**src/design/lhs_ram.sv**
```systemverilog
module lhs_ram #(
	parameter int unsigned WIDTH = 64,
	parameter int unsigned DEPTH = 32
) (
	input  logic                     clk,
	input  logic                     we,
	input  logic [$clog2(DEPTH)-1:0] waddr,
	input  logic [WIDTH-1:0]         wdata,
	input  logic [$clog2(DEPTH)-1:0] raddr,
	output logic [WIDTH-1:0]         rdata
);

	logic [WIDTH-1:0] mem_q [DEPTH];

	// one write port, registered read
	always_ff @(posedge clk) begin
		if (we) begin
			mem_q[waddr] <= wdata;
		end
		rdata <= mem_q[raddr];
	end

endmodule

```
**config.mk**
```make
export PLATFORM = sky130hd
export DESIGN_NAME = lhs_ram
export DESIGN_NICKNAME = d
export VERILOG_FILES = /design/src/design/lhs_ram.sv
export SDC_FILE = /design/constraint.sdc
export NUM_CORES = 2
export LEC_CHECK = 0
export BUFFER_PORTS_ARGS = -buffer_cell sky130_fd_sc_hd__clkbuf_2
export CORE_MARGIN = 2
export CORE_UTILIZATION = 45
export DETAILED_ROUTE_END_ITERATION = 12
export HOLD_SLACK_MARGIN = 0.06
export PLACE_DENSITY = 0.67
export REMOVE_ABC_BUFFERS = 1
export SYNTH_ARGS = -nofsm -noshare
export SYNTH_HDL_FRONTEND = slang
export SYNTH_SLANG_ARGS = --single-unit
```
**constraint.sdc**
```tcl
create_clock -name clk -period 4.61 [get_ports clk]
set_input_delay 0.2305 -clock clk [delete_from_list [all_inputs] [get_ports clk]]
set_output_delay 0.2305 -clock clk [all_outputs]
set_load 0.02 [all_outputs]
```
# ---- Word-level counts from Yosys, hierarchy flattened
# Memories as Yosys holds them, arrays and structs flattened. A register that Yosys moved wholly into a read port is not among the register bits.
# Cells that the tools add are included.
dict set report totals {
  register_bits 0
  ram_bits 2048
  input_bits 76
  output_inout_bits 64
  word_cells 3
  memories 1
}
dict set report op_classes {
  n_mux 2
}
# name words width rd rd_ports_with_merged_regs wr line
set mem_list {}
lappend mem_list {mem_q 32 64 1 1 1 13} ;# logic [WIDTH-1:0] mem_q [DEPTH];
# cell count
set op_table {}
lappend op_table {{1-bit two-way mux} 2}

# ---- Depth between registers and ports, before layout
dict set report logic_depth {
  ltp_word 2
  depth_mapped 9
  mapped_depth_nobuf 4
}

# ---- Worst setup path after synthesis
# No wires, ideal clock.
dict set report synth_timing {
  kind {in2reg}
  startpoint {input waddr[1]}
  endpoint {memory mem_q[12][0], enable pin}
  setup_time_ps 486
  arrival_time_ps 3566
  required_time_ps 4124
  setup_slack_ps 557
  path_stages 3
  n_path_buf 1
  cell_sequence {or3b_2 clkbuf_1 nor2_1}
}
# item line
set synth_lines {}
lappend synth_lines {{start, declared} 7} ;# input logic [$clog2(DEPTH)-1:0] waddr,
lappend synth_lines {{end, declared} 13}
# No word-level cell before the write port.

==> reports/metrics.cfg <==
[outcome]
outcome=complete, no violations

[sta]
slew_headroom=0.2776
holdWs_ns=0.1248
max_freq_mhz=400.7
hold_viol=0
final.setup_skew_ns=0.01856
finalMaxSlewViolations=0
fin_crit_sh=0.5414
setup_viol=0
rsz0062_at_grt=false
worstMarginPinSlew_ns=1.081
post-route-min-period_ns=2.496
setup_tns_ns=0
worst_slack_ns=2.114

[global_routing]
grt_max_degree=78
grt_overflow=0
track_usage=0.2124
grt_pass1_vias=36290
grt_pass1_wl_um=269900
antenna_found_initial=9

[yosys]
synth-main-ff-cell=edfxtp_1
yosys.cell_types.count=31
synth_edf_count=2048
synth.largest_area_cell=edfxtp_1
syn-mean-instance-area_um2=25.50
ys_ff_latch=2112
yosys-top-cells-area=edfxtp_1 78%, mux4_2 17%, dfxtp_1 1.6%
ys_warn_count=0
synth.most_common_cell=edfxtp_1
syn_area_um2=78960
synthCells=3097
synthDominantCellAreaShare=0.7788
synth-seq-area-share=0.7950
synth_common_cells=2048 x edfxtp_1, 602 x mux4_2, 74 x mux2_2
synthArstFlopShare=0

[power]
p_int_w=0.03164
power_density_nw_per_um2=439.0
seqPwrFrac=0.537
p_sw_frac=0.2084
p_sw_w=0.008330
vdd_drop_max_uv=341.1
power.share.clock=0.414
p_leak_nw=28.49
comb_power_share=0.049

[drt]
wirelength_um=189200
drtIter0Drc=4808
wl_per_cell_um=31.60
post-route-drc-count=0
viasPerCell=5.932
firstDrtPassIters=5
vias=35520
ant_nets=0

[cts]
htreeDepth=4
clock_latency_ns=0.82
hold_buffers=67
root_buffer=clkbuf_16
clockBufferDepth=3
cts_setup_buffers=0
cts.sinks=2112
cts_resized=0
clkTransAtPathRegs_ns=0.06
cts_tree=built
numCtsBuffers=206

[floorplan]
fp-row-count=153
io_pins=140
die_h_um=422.9
core_area_um2=174200
start_util=0.4533
die-width_um=422.9
dieArea_um2=178800

[placement]
place_congestion=0.7253
pre_cts_slack_ns=1.753
place_hpwl_um=94690
numPortBuffers=139

[final_layout]
layout-drive-gt1-share=0.3502
area_growth_pct=15.29
fillCellCount=13090
fin_nets=3560

[critical_path]
worst-endpoint-arrival_ns=3.21
crit_path_max_fanout=77
required_ns=5.32
end_kind=register
critPathLaunchType=input pin
critPathKind=in2reg
ff2ff_setup_slack_ns=2.80

[worst_hold_path]
hp-class=in2reg

[run]
max_cap_violations=0

==> power by group through the flow <==
stage	clock network, W	registers (W)	logic [W]
2_1_floorplan	0	0.0219	0.000834
3_3_place_gp	0	0.0219	0.00189
3_5_place_dp	0	0.0219	0.00192
4_1_cts	0.0168	0.0215	0.00198
5_1_grt	0.0176	0.0215	0.00208
6_report	0.0166	0.0215	0.00195
==> registers in the layout (all words and copies together), names as in the netlist <==
register and cells:
mem_q 2048, rdata 64
==> logic make-up (layout without fill, tap and decap cells) <==
| family | Yosys count | count (layout) | synth area share |
|---|---|---|---|
| flip-flops | 2112 | 2112 | 0.7950 |
| multiplexers | 714 | 714 | 0.1871 |
| buffers and inverters | 157 | 721 | 0.009444 |
| AND/OR/NAND/NOR | 64 | 64 | 0.003787 |
| AO/OA/AOI/OAI | 50 | 50 | 0.004659 |
| other | 0 | 1 | 0 |
==> area by class of cell <==
cell class / count / area (um^2) / area share
repair buffers: 335 / 2990 / 0.03285
diodes: 1 / 2.502 / 0.00002749
inverters: 1 / 3.754 / 0.00004123
multi-input cells: 828 / 15680 / 0.1722
well taps: 2325 / 2909 / 0.03195
flip-flops and latches: 2112 / 62780 / 0.6896
clock inverters: 99 / 893.4 / 0.009813
clock buffers: 286 / 5781 / 0.06350
==> final timing paths <==
check,depth (start not counted),start,end
max,6,raddr[1],rdata[39]$_DFF_P_
min,3,raddr[4],rdata[10]$_DFF_P_
max reg2reg,3,mem_q[21][9]$_DFFE_PP_,rdata[9]$_DFF_P_
min reg2reg,3,mem_q[4][13]$_DFFE_PP_,rdata[13]$_DFF_P_
==> layer usage <==
layer,wire length (um),vias to the layer above,GRT usage
met5,28,-,0
met4,4117,6,0.05356
met3,13080,270,0.03208
met2,96720,1550,0.3560
met1,75240,19410,0.2947
li1,-,14280,-
==> worst max-delay path: stages <==
cell	delay [ns]
dlygate4sd3_1	0.57
buf_8	0.50
buf_12	0.54
mux4_2	0.41
mux4_2	0.49
mux2_2	0.28
==> placed cells by master (no fill, tap or decap), types with 5 or more instances in the layout <==
master,instances
o21ai_0,9
a221oi_1,12
clkinv_1,30
buf_12,49
mux2_2,74
clkbuf_8,24
clkbuf_2,134
nand3b_1,5
nor2_4,32
nor2_1,9
clkinv_8,5
clkbuf_1,52
clkinv_2,38
clkinvlp_4,6
buf_4,80
clkbuf_16,210
dfxtp_1,64
mux4_2,602
edfxtp_1,2048
dlygate4sd3_1,67
mux2i_1,38
bufinv_16,12
o22ai_1,10
==> metrics by stage <==
| stage | power (W) | std cells | util | area, um^2 |
|---|---|---|---|---|
| final | 0.03997 | 5987 | 0.5226 | 91040 |
| after global routing | 0.04113 | 5987 | 0.5226 | 91040 |
| after CTS | 0.04026 | 5986 | 0.5226 | 91040 |
| after detailed placement | 0.02380 | 5534 | 0.4804 | 83690 |
| after global placement | 0.02376 | 5534 | 0.4804 | 83690 |
| after floorplan | 0.02275 | 2941 | - | 78220 |
(Power assumes the default switching activity.)
